<file path="src/rtl/tlfe_pkg.sv">
package tlfe_pkg;

  typedef enum logic [1:0] {
    ACT_RX    = 2'd0,
    ACT_TICK  = 2'd1,
    ACT_SLEEP = 2'd2,
    ACT_CLOSE = 2'd3
  } action_e;

  typedef enum logic [0:0] {
    CFG_RETRY_INTERVAL = 1'd0,
    CFG_REPORT_ENABLE  = 1'd1
  } cfg_index_e;

  localparam logic [7:0]  HDR_TOUCH   = 8'h66;
  localparam logic [7:0]  HDR_CMD     = 8'h80;
  localparam logic [7:0]  HDR_ACK     = 8'h61;
  localparam logic [7:0]  TAIL_CMD    = 8'h65;
  localparam logic [7:0]  TAIL_LF     = 8'h0A;
  localparam logic [7:0]  ACK_MID     = 8'h0D;
  localparam logic [7:0]  SLEEP_MAX   = 8'hF0;
  localparam logic [7:0]  CLOSE_ARG   = 8'hFF;
  localparam logic [15:0] RETRY_RESET = 16'd50;
  localparam logic [15:0] TICKS_MAX   = 16'hFFFF;

  localparam int unsigned MAX_RES = 4;
  localparam int unsigned RES_IW  = $clog2(MAX_RES);
  localparam int unsigned RES_CW  = $clog2(MAX_RES + 1);

  localparam logic        KIND_TX     = 1'b0;
  localparam logic        KIND_REPORT = 1'b1;

endpackage

</file>
<file path="src/rtl/touch_link_frame_endpoint.sv">
// Results: the results of a transaction are written to the result buffer when it is
// accepted and then moved one at a time into the single output register, which
// out_stall_i can hold. Throughput: one input transaction per cycle when it yields
// no result and none are pending; a transaction yielding n results (n up to 4) holds
// the input off until its last result moves into the output register.
// Reset (rst_ni low, asynchronous): parser, busy flag, tick counter and remembered
// frame cleared, retry_interval set to 50, report_enable cleared, no results pending.
module touch_link_frame_endpoint (
  input  logic        clk_i,
  input  logic        rst_ni,
  input  logic        cfg_we_i,
  input  logic [0:0]  cfg_index_i,
  input  logic [15:0] cfg_data_i,
  input  logic        in_valid_i,
  output logic        in_stall_o,
  input  logic [1:0]  action_i,
  input  logic [7:0]  rx_byte_i,
  input  logic [7:0]  sleep_time_i,
  output logic        out_valid_o,
  input  logic        out_stall_i,
  output logic        kind_o,
  output logic [7:0]  value_o,
  output logic        last_o
);

  logic [15:0] ri_q;
  logic        rep_q;

  logic [1:0]  ps_q, ps_d;
  logic [7:0]  hdr_q, hdr_d;
  logic [7:0]  mid_q, mid_d;
  logic        busy_q, busy_d;
  logic [15:0] tw_q, tw_d;
  logic [7:0]  lfm_q, lfm_d;

  logic                           bk_q [tlfe_pkg::MAX_RES];
  logic [7:0]                     bv_q [tlfe_pkg::MAX_RES];
  logic [tlfe_pkg::RES_CW-1:0]    cnt_q;
  logic [tlfe_pkg::RES_IW-1:0]    rd_q;

  logic                           nk [tlfe_pkg::MAX_RES];
  logic [7:0]                     nv [tlfe_pkg::MAX_RES];
  logic [tlfe_pkg::RES_CW-1:0]    nn;

  logic        out_valid_q, out_kind_q, out_last_q;
  logic [7:0]  out_value_q;

  logic        pop, accept;
  logic [15:0] tw_inc;
  logic [7:0]  arg;

  assign pop        = (cnt_q != '0) && (!out_valid_q || !out_stall_i);
  assign in_stall_o = !((cnt_q == '0) ||
                        ((cnt_q == tlfe_pkg::RES_CW'(1)) && pop));
  assign accept     = in_valid_i && !in_stall_o;

  assign tw_inc = (tw_q == tlfe_pkg::TICKS_MAX) ? tw_q : tw_q + 16'd1;

  always_comb begin
    ps_d   = ps_q;
    hdr_d  = hdr_q;
    mid_d  = mid_q;
    busy_d = busy_q;
    tw_d   = tw_q;
    lfm_d  = lfm_q;
    nn     = '0;
    arg    = tlfe_pkg::CLOSE_ARG;
    for (int i = 0; i < tlfe_pkg::MAX_RES; i++) begin
      nk[i] = tlfe_pkg::KIND_TX;
      nv[i] = '0;
    end
    case (tlfe_pkg::action_e'(action_i))
      tlfe_pkg::ACT_RX: begin
        case (ps_q)
          2'd0: begin
            if (rx_byte_i == tlfe_pkg::HDR_TOUCH || rx_byte_i == tlfe_pkg::HDR_CMD ||
                rx_byte_i == tlfe_pkg::HDR_ACK) begin
              hdr_d = rx_byte_i;
              ps_d  = 2'd1;
            end
          end
          2'd1: begin
            mid_d = rx_byte_i;
            ps_d  = 2'd2;
          end
          2'd2: begin
            ps_d = 2'd0;
            if (rx_byte_i == tlfe_pkg::TAIL_CMD || rx_byte_i == tlfe_pkg::TAIL_LF) begin
              if (hdr_q == tlfe_pkg::HDR_ACK) begin
                if (mid_q == tlfe_pkg::ACK_MID && rx_byte_i == tlfe_pkg::TAIL_LF) begin
                  busy_d = 1'b0;
                  tw_d   = '0;
                end
              end else if (hdr_q == tlfe_pkg::HDR_TOUCH && rep_q) begin
                nk[0] = tlfe_pkg::KIND_REPORT;
                nv[0] = mid_q;
                nv[1] = tlfe_pkg::HDR_ACK;
                nv[2] = tlfe_pkg::ACK_MID;
                nv[3] = tlfe_pkg::TAIL_LF;
                nn    = tlfe_pkg::RES_CW'(4);
              end else if (hdr_q == tlfe_pkg::HDR_TOUCH || hdr_q == tlfe_pkg::HDR_CMD) begin
                nv[0] = tlfe_pkg::HDR_ACK;
                nv[1] = tlfe_pkg::ACK_MID;
                nv[2] = tlfe_pkg::TAIL_LF;
                nn    = tlfe_pkg::RES_CW'(3);
              end
            end
          end
          default: ps_d = 2'd0;
        endcase
      end
      tlfe_pkg::ACT_TICK: begin
        if (!busy_q) begin
          tw_d = '0;
        end else if (tw_inc >= ri_q) begin
          tw_d  = '0;
          nv[0] = tlfe_pkg::HDR_CMD;
          nv[1] = lfm_q;
          nv[2] = tlfe_pkg::TAIL_CMD;
          nn    = tlfe_pkg::RES_CW'(3);
        end else begin
          tw_d = tw_inc;
        end
      end
      default: begin
        if (tlfe_pkg::action_e'(action_i) == tlfe_pkg::ACT_SLEEP) begin
          arg = (sleep_time_i > tlfe_pkg::SLEEP_MAX) ? tlfe_pkg::SLEEP_MAX : sleep_time_i;
        end
        if (!busy_q) begin
          tw_d = '0;
        end
        busy_d = 1'b1;
        lfm_d  = arg;
        nv[0]  = tlfe_pkg::HDR_CMD;
        nv[1]  = arg;
        nv[2]  = tlfe_pkg::TAIL_CMD;
        nn     = tlfe_pkg::RES_CW'(3);
      end
    endcase
  end

  always_ff @(posedge clk_i or negedge rst_ni) begin
    if (!rst_ni) begin
      ri_q   <= tlfe_pkg::RETRY_RESET;
      rep_q  <= 1'b0;
      ps_q   <= '0;
      hdr_q  <= '0;
      mid_q  <= '0;
      busy_q <= 1'b0;
      tw_q   <= '0;
      lfm_q  <= '0;
      cnt_q  <= '0;
      rd_q   <= '0;
      out_valid_q <= 1'b0;
    end else begin
      if (cfg_we_i) begin
        case (tlfe_pkg::cfg_index_e'(cfg_index_i))
          tlfe_pkg::CFG_RETRY_INTERVAL: ri_q  <= cfg_data_i;
          tlfe_pkg::CFG_REPORT_ENABLE:  rep_q <= cfg_data_i[0];
          default: ;
        endcase
      end
      if (accept) begin
        ps_q   <= ps_d;
        hdr_q  <= hdr_d;
        mid_q  <= mid_d;
        busy_q <= busy_d;
        tw_q   <= tw_d;
        lfm_q  <= lfm_d;
        cnt_q  <= nn;
        rd_q   <= '0;
      end else if (pop) begin
        cnt_q <= cnt_q - tlfe_pkg::RES_CW'(1);
        rd_q  <= rd_q + tlfe_pkg::RES_IW'(1);
      end
      if (pop) begin
        out_valid_q <= 1'b1;
      end else if (!out_stall_i) begin
        out_valid_q <= 1'b0;
      end
    end
  end

  always_ff @(posedge clk_i) begin
    if (accept) begin
      for (int i = 0; i < tlfe_pkg::MAX_RES; i++) begin
        bk_q[i] <= nk[i];
        bv_q[i] <= nv[i];
      end
    end
    if (pop) begin
      out_kind_q  <= bk_q[rd_q];
      out_value_q <= bv_q[rd_q];
      out_last_q  <= (cnt_q == tlfe_pkg::RES_CW'(1));
    end
  end

  assign out_valid_o = out_valid_q;
  assign kind_o      = out_kind_q;
  assign value_o     = out_value_q;
  assign last_o      = out_last_q;

endmodule

</file>
<file path="config.mk">
export PLATFORM = sky130hd
export DESIGN_NAME = touch_link_frame_endpoint
export DESIGN_NICKNAME = d
export VERILOG_FILES = /design/src/rtl/tlfe_pkg.sv /design/src/rtl/touch_link_frame_endpoint.sv
export SDC_FILE = /design/constraint.sdc
export NUM_CORES = 1
export LEC_CHECK = 0
export BUFFER_PORTS_ARGS = -buffer_cell sky130_fd_sc_hd__buf_2
export CAP_MARGIN = 20
export CELL_PAD_IN_SITES_DETAIL_PLACEMENT = 1
export CELL_PAD_IN_SITES_GLOBAL_PLACEMENT = 1
export CORE_ASPECT_RATIO = 0.6
export CORE_UTILIZATION = 28
export DETAILED_ROUTE_END_ITERATION = 12
export PLACE_DENSITY_LB_ADDON = 0.1
export SLEW_MARGIN = 20
export SYNTH_ARGS = -nofsm -noshare
export SYNTH_HDL_FRONTEND = slang
export SYNTH_SLANG_ARGS = --single-unit
</file>
<file path="constraint.sdc">
create_clock -name clk_i -period 4.3 [get_ports clk_i]
set_input_delay 0.215 -clock clk_i [delete_from_list [all_inputs] [get_ports clk_i]]
set_output_delay 0.215 -clock clk_i [all_outputs]
set_load 0.03 [all_outputs]
</file>
==> results of run 1 <==
-- layer usage --
layer	wire, um	GRT usage, %	part of all wire (%)
met1	7920	25.9	60
met2	4880	19.8	37
met3	302	2.98	2.3
met4	118	3.79	0.89
met5	0	0	0
-- cell usage after synthesis (2+ instances only) --
master and count:
a211oi_1 2, a21o_1 8, a21oi_1 19, a22o_1 5, a22oi_1 4, a31oi_1 6, and2_1 9, and3_1 2
clkbuf_1 13, dfrtp_1 63, dfstp_2 3, edfxtp_1 31, ha_1 21, inv_1 25, mux2_2 18, mux2i_1 7
mux4_2 2, nand2_1 68, nand2b_1 4, nand3_1 11, nand3b_1 2, nand4_1 7, nor2_1 26, nor2b_1 4
nor3_1 10, nor4_1 3, o211ai_1 5, o21a_1 6, o21ai_0 40, o21bai_1 3, or2_2 3, or3_1 7
or4_1 2, xnor2_1 7
-- power by group --
group / leakage [uW] / switching (uW) / total (uW) / internal, uW
sequential: 0.00115 / 131 / 1300 / 1170
combinational: 0.00123 / 449 / 720 / 271
clock: 0.000146 / 395 / 805 / 410
total: 0.00252 / 975 / 2830 / 1860
-- final timing paths --
path / start / to / depth (start not counted)
worst max-delay path: tw_q[0]$_DFFE_PN0P_ / tw_q[5]$_DFFE_PN0P_ / 14
worst min-delay path: cfg_data_i[6] / ri_q[6]$_DFFE_PN0P_ / 3
worst max register to register: tw_q[0]$_DFFE_PN0P_ / tw_q[5]$_DFFE_PN0P_ / 14
worst min register to register: lfm_q[7]$_DFFE_PN0P_ / lfm_q[7]$_DFFE_PN0P_ / 2
max in group asynchronous: rst_ni / ps_q[0]$_DFFE_PN0P_ / 3
min in group asynchronous: rst_ni / rd_q[1]$_DFFE_PN0P_ / 2
-- flip-flops by register name, indices dropped and copies added (netlist names) --
register     flops
mid_q            8
rep_q            1
kind_o           1
ri_q            16
tw_q            16
bv_q            21
busy_q           1
last_o           1
cnt_q            3
hdr_q            8
out_valid_o      1
rd_q             2
lfm_q            8
ps_q             2
value_o          8
-- worst min-delay path: stages --
cell	delay (ns)
buf_2	0.07
nand2_1	0.03
o21ai_0	0.06
-- stage by stage --
step	hold slack [ns]	utilization, %	area, sq um	instances	power (uW)
finish	0.0731	33.5	5760	762	2830
global placement	0.419	31.7	5450	745	2030
detailed placement	0.435	31.7	5450	745	2050
CTS	0.0676	33.4	5740	761	2870
global route	0.0844	33.5	5760	762	3020
floorplan	-0.0806	-	4910	470	1790
-- cell families (layout without fill, tap and decap cells) --
| group | count (synthesis) | after routing | share of synthesized area (%) |
|---|---|---|---|
| buffers and inverters | 40 | 98 | 3.08 |
| XOR/XNOR | 8 | 8 | 1.43 |
| adder cells (fa/ha/maj) | 21 | 21 | 5.35 |
| multiplexers | 27 | 27 | 6.47 |
| flip-flops | 97 | 97 | 52.6 |
| AO/OA/AOI/OAI | 108 | 108 | 13.7 |
| AND/OR/NAND/NOR | 169 | 169 | 17.3 |
-- what timing repair did --
item                                   CTS  global route
endpoints found under the hold margin    0            37
hold buffers                             0             1
gates resized for setup                  0             0
-- final cells by class --
cell class | instances | area [sq um] | area share, %
Clock buffer | 9 | 225 | 3.91
Multi-Input combinational cell | 333 | 2180 | 37.9
Inverter | 25 | 93.8 | 1.63
Clock inverter | 7 | 71.3 | 1.24
Tap cell | 234 | 293 | 5.08
Timing Repair Buffer | 57 | 305 | 5.30
Sequential cell | 97 | 2590 | 44.9
==> results.cfg, run 1 <==
[clocking]
cts_buffer_depth = 2
clk_latency_ns = 0.35
cts_sinks = 97
h-tree-depth = 3
clk_pin_slew_ns = 0.08
cts-buffers-inserted = 9
cts_tree = built
cts_root_buf = clkbuf_16
cts_setup_buffers = 0

[timing]
fmax_mhz = 263
finalClockSkew_ns = 0.00896
worstMarginPinSlew_ns = 0.774
fin_ws_ns = 0.494
period_share_pct = 88.5
finalHoldViolations = 0
rsz0062_at_grt = no
timing.slew.headroom_pct = 48.1
slew_viol_final = 0
tns_ns = 0
finalSetupViolations = 0
min_period_ns = 3.81

[detailed_routing]
routed_wl_um = 13200
drtIter0Drc = 203
drtPass1Iterations = 4
routedWlPerCell_um = 17.4
vias = 3633
drc = 0
via_per_inst = 4.77
postRouteAntennaNets = 0

[yosys]
synth-edff-count = 31
syn_inst = 470
synth_area_leaders = dfrtp_1 32%, edfxtp_1 19%, ha_1 5.3%, nand2_1 5.2%, mux2_2 4.1%
syn-cell-area_sq_um = 4910
seq_area_frac_synth_pct = 52.6
async_flop_share_pct = 68.0
synth_top_area_share_pct = 32.1
synth_nets = 531
yosys_register_bits = 97
synth_flop_cell = dfrtp_1
yosysTopAreaCell = dfrtp_1
ys_types = 58
yosys_warnings = 0
syn_avg_cell_area_sq_um = 10.5

[setup_path]
worst_setup_path_start_kind = flop
crit_family = simple AND/OR/NAND/NOR gates
arrival_ns = 4.07
cp_num_buf_inv = 1
endpoint_kind = flop
r2r_slack_ns = 0.49
crit_path_top_delay_cell = dfrtp_1
cpPeakStageDelay_ns = 0.47
crit_chain = ha_1 -> and2_1 -> nand2_1 -> nor3_1 -> and4b_1 -> a21oi_1 -> ha_1 -> nand4_1 -> o21bai_1 -> nor4_1 -> nand3_1 -> buf_4 -> or3_1 -> o21ai_0
worstSetupPathType = reg -> reg
path_common_cell = ha_1
crit_fanout = 8
cp_data_required_time_ns = 4.56

[final_layout]
area_growth_pct = 17.2
antennaDiodeCount = 0
nNetsFinal = 584
drive_gt1_share_pct = 19.1
layout_common_cells = 68 x nand2_1, 63 x dfrtp_1, 50 x buf_2, 40 x o21ai_0, 31 x edfxtp_1
layout_commonest_cell = nand2_1
num-fill-cells = 1924

[status]
status = finished clean

[grt]
grt_max_degree = 42
grt_use_total_pct = 15.7
grt_pass1_wl_um = 21700
gr-total-overflow = 0
antenna_found_initial = 0
grt_pass1_vias = 3738

[place]
globalplace.congestion = 0.769
io_buffers = 51
hpwl_um = 10200
dpl_worst_slack_ns = 0.541

[die]
die_y_um = 105
num_rows = 37
dieArea_sq_um = 18100
core_area_sq_um = 17200
ios = 52
start_util_pct = 28.6
die_x_um = 173

[pwr]
leakagePower_uw = 0.00252
power_density_nw_per_um2 = 491
ir_drop_mv = 0.227

[run]
maxCapViolCount = 0

[min_path]
hp-class = in -> reg
(Power assumes the default switching activity.)
==> run 2, diff against run 1 <==
--- a/config.mk
+++ b/config.mk
@@ -12,7 +12,7 @@
 export CORE_ASPECT_RATIO = 0.6
 export CORE_UTILIZATION = 28
 export DETAILED_ROUTE_END_ITERATION = 12
-export PLACE_DENSITY_LB_ADDON = 0.1
+export PLACE_DENSITY = 0.58
 export SLEW_MARGIN = 20
 export SYNTH_ARGS = -nofsm -noshare
 export SYNTH_HDL_FRONTEND = slang
==> results.cfg, run 2 (synthesized netlist as in run 1, its figures left out) <==
[pwr]
p_switching_uw = 941
ir_drop_mv = 0.178
combPwrFrac_pct = 25.8
leakagePower_uw = 0.00251
power.internal_uw = 1840
swShare_pct = 33.8
finalPower_uw = 2780
power_frac_seq_pct = 46.8
p_clk_share_pct = 27.4
power_density_nw_per_um2 = 485

[detailed_routing]
postRouteAntennaNets = 0
routed_wl_um = 12700
drtIter0Drc = 216
routedWlPerCell_um = 16.7
drc = 0
vias = 3666
drtPass1Iterations = 4
via_per_inst = 4.82

[place]
hpwl_um = 9740
globalplace.congestion = 0.835
dp.cells = 744
dpl_worst_slack_ns = 0.373
io_buffers = 51

[timing]
timing.slew.headroom_pct = 43.6
min_period_ns = 3.83
finalClockSkew_ns = 0.0103
period_share_pct = 89.1
rsz0062_at_grt = no
fin_ws_ns = 0.470
finalHoldViolations = 0
fmax_mhz = 261
worstMarginPinSlew_ns = 0.842
slew_viol_final = 0
finalSetupViolations = 0
tns_ns = 0

[setup_path]
critPathLaunch = tw_q[5]$_DFFE_PN0P_
path_common_cell = nand2_1
cpPeakStageDelay_ns = 0.48
cp_data_required_time_ns = 4.57
crit_path_top_delay_cell = or4_1
crit_chain = and3_1 -> and4_1 -> a31oi_1 -> nand2_1 -> o21ai_0 -> nand2_1 -> ha_1 -> a21oi_1 -> o21bai_1 -> nor4_1 -> nand3_2 -> or4_1 -> o211ai_1
crit_fanout = 12
reg2reg_from = tw_q[5]$_DFFE_PN0P_
arrival_ns = 4.10
reg2reg_to = tw_q[11]$_DFFE_PN0P_
reg2reg_depth = 13
r2r_slack_ns = 0.47
worst_setup_path_start_kind = flop
endpoint_kind = flop
worstSetupPathType = reg -> reg

[final_layout]
drive_gt1_share_pct = 19.2
num-fill-cells = 1956
multi_input_area_sq_um = 2190
regArea_sq_um = 2590
largest_reg_flops = 21
nNetsFinal = 583
stdcell_count = 761
layout_common_cells = 68 x nand2_1, 63 x dfrtp_1, 51 x buf_2, 40 x o21ai_0, 31 x edfxtp_1
area_growth_pct = 16.7
reg_top3 = bv_q: 21 flops, ri_q: 16 flops, tw_q: 16 flops
layout_commonest_cell = nand2_1
antennaDiodeCount = 0
fin_util_pct = 33.4
regMostFlops = bv_q

[grt]
grt_pass1_vias = 3739
grt_use_total_pct = 15.2
antenna_found_initial = 0
grt_max_degree = 41
grt_pass1_wl_um = 21300
gr-total-overflow = 0

[clocking]
cts_sinks = 97
cts-buffers-inserted = 9
h-tree-depth = 3
cts_root_buf = clkbuf_16
cts_buffer_depth = 2
cts_tree = built
clk_latency_ns = 0.35
cts_setup_buffers = 0
clk_pin_slew_ns = 0.07

[die]
die_x_um = 173
dieArea_sq_um = 18100
ios = 52
start_util_pct = 28.6
die_y_um = 105
num_rows = 37
core_area_sq_um = 17200

[status]
status = finished clean

[min_path]
hold_path_depth = 3
worst_hold_path.endpoint = ri_q[7]$_DFFE_PN0P_
min-delay-start = cfg_data_i[7]
hp-class = in -> reg

[run]
maxCapViolCount = 0
[run 2: layout make-up]
type,instances,share of cell area (%)
clock inverters,7,0.895
inverters,25,1.64
repair buffers,56,5.15
flip-flops and latches,97,45.1
well taps,234,5.11
clock buffers,9,3.93
multi-input cells,333,38.2
[run 2: metrics by stage]
step | hold WS (ns) | instance area [sq um]
5_1_grt | 0.0822 | 5730
3_3_place_gp | 0.290 | 5440
6_report | 0.0674 | 5730
4_1_cts | 0.0505 | 5720
2_1_floorplan | -0.0806 | 4910
3_5_place_dp | 0.292 | 5440
[run 2: worst max path at each step]
stage / to / slack (ns)
floorplan: bv_q[1][5]$_DFFE_PP_ / 1.08
global placement: tw_q[11]$_DFFE_PN0P_ / 0.49
detailed placement: tw_q[11]$_DFFE_PN0P_ / 0.37
CTS: tw_q[11]$_DFFE_PN0P_ / 0.36
global route: tw_q[11]$_DFFE_PN0P_ / 0.11
finish: tw_q[11]$_DFFE_PN0P_ / 0.47
[run 2: routing by layer]
metal | vias to the layer above | track usage, % | wire [um]
met5 | - | 0 | 0
met4 | 0 | 3.98 | 128
met3 | 10 | 3.42 | 579
met2 | 64 | 19.6 | 4770
met1 | 1788 | 24.4 | 7200
li1 | 1804 | - | -
[run 2: power by group through the flow]
stage | clock [uW] | combinational [uW] | sequential, uW
floorplan | 0 | 427 | 1360
global placement | 0 | 695 | 1310
detailed placement | 0 | 722 | 1320
CTS | 793 | 726 | 1300
global route | 822 | 805 | 1330
finish | 763 | 716 | 1300
[run 2: repair_timing]
| item | 4_1_cts | 5_1_grt |
|---|---|---|
| hold buffers | 1 | 0 |
| gates resized for setup | 0 | 1 |
| endpoints found under the hold margin | 26 | 0 |
| setup endpoints to repair | 0 | 2 |
[run 2: worst max-delay path: cells and delay by family (launching register included)]
kind,cells,cell delay [ns]
fa+ha+maj,1,0.31
compound gates,5,0.98
simple gates,7,2.02
flops,1,0.43
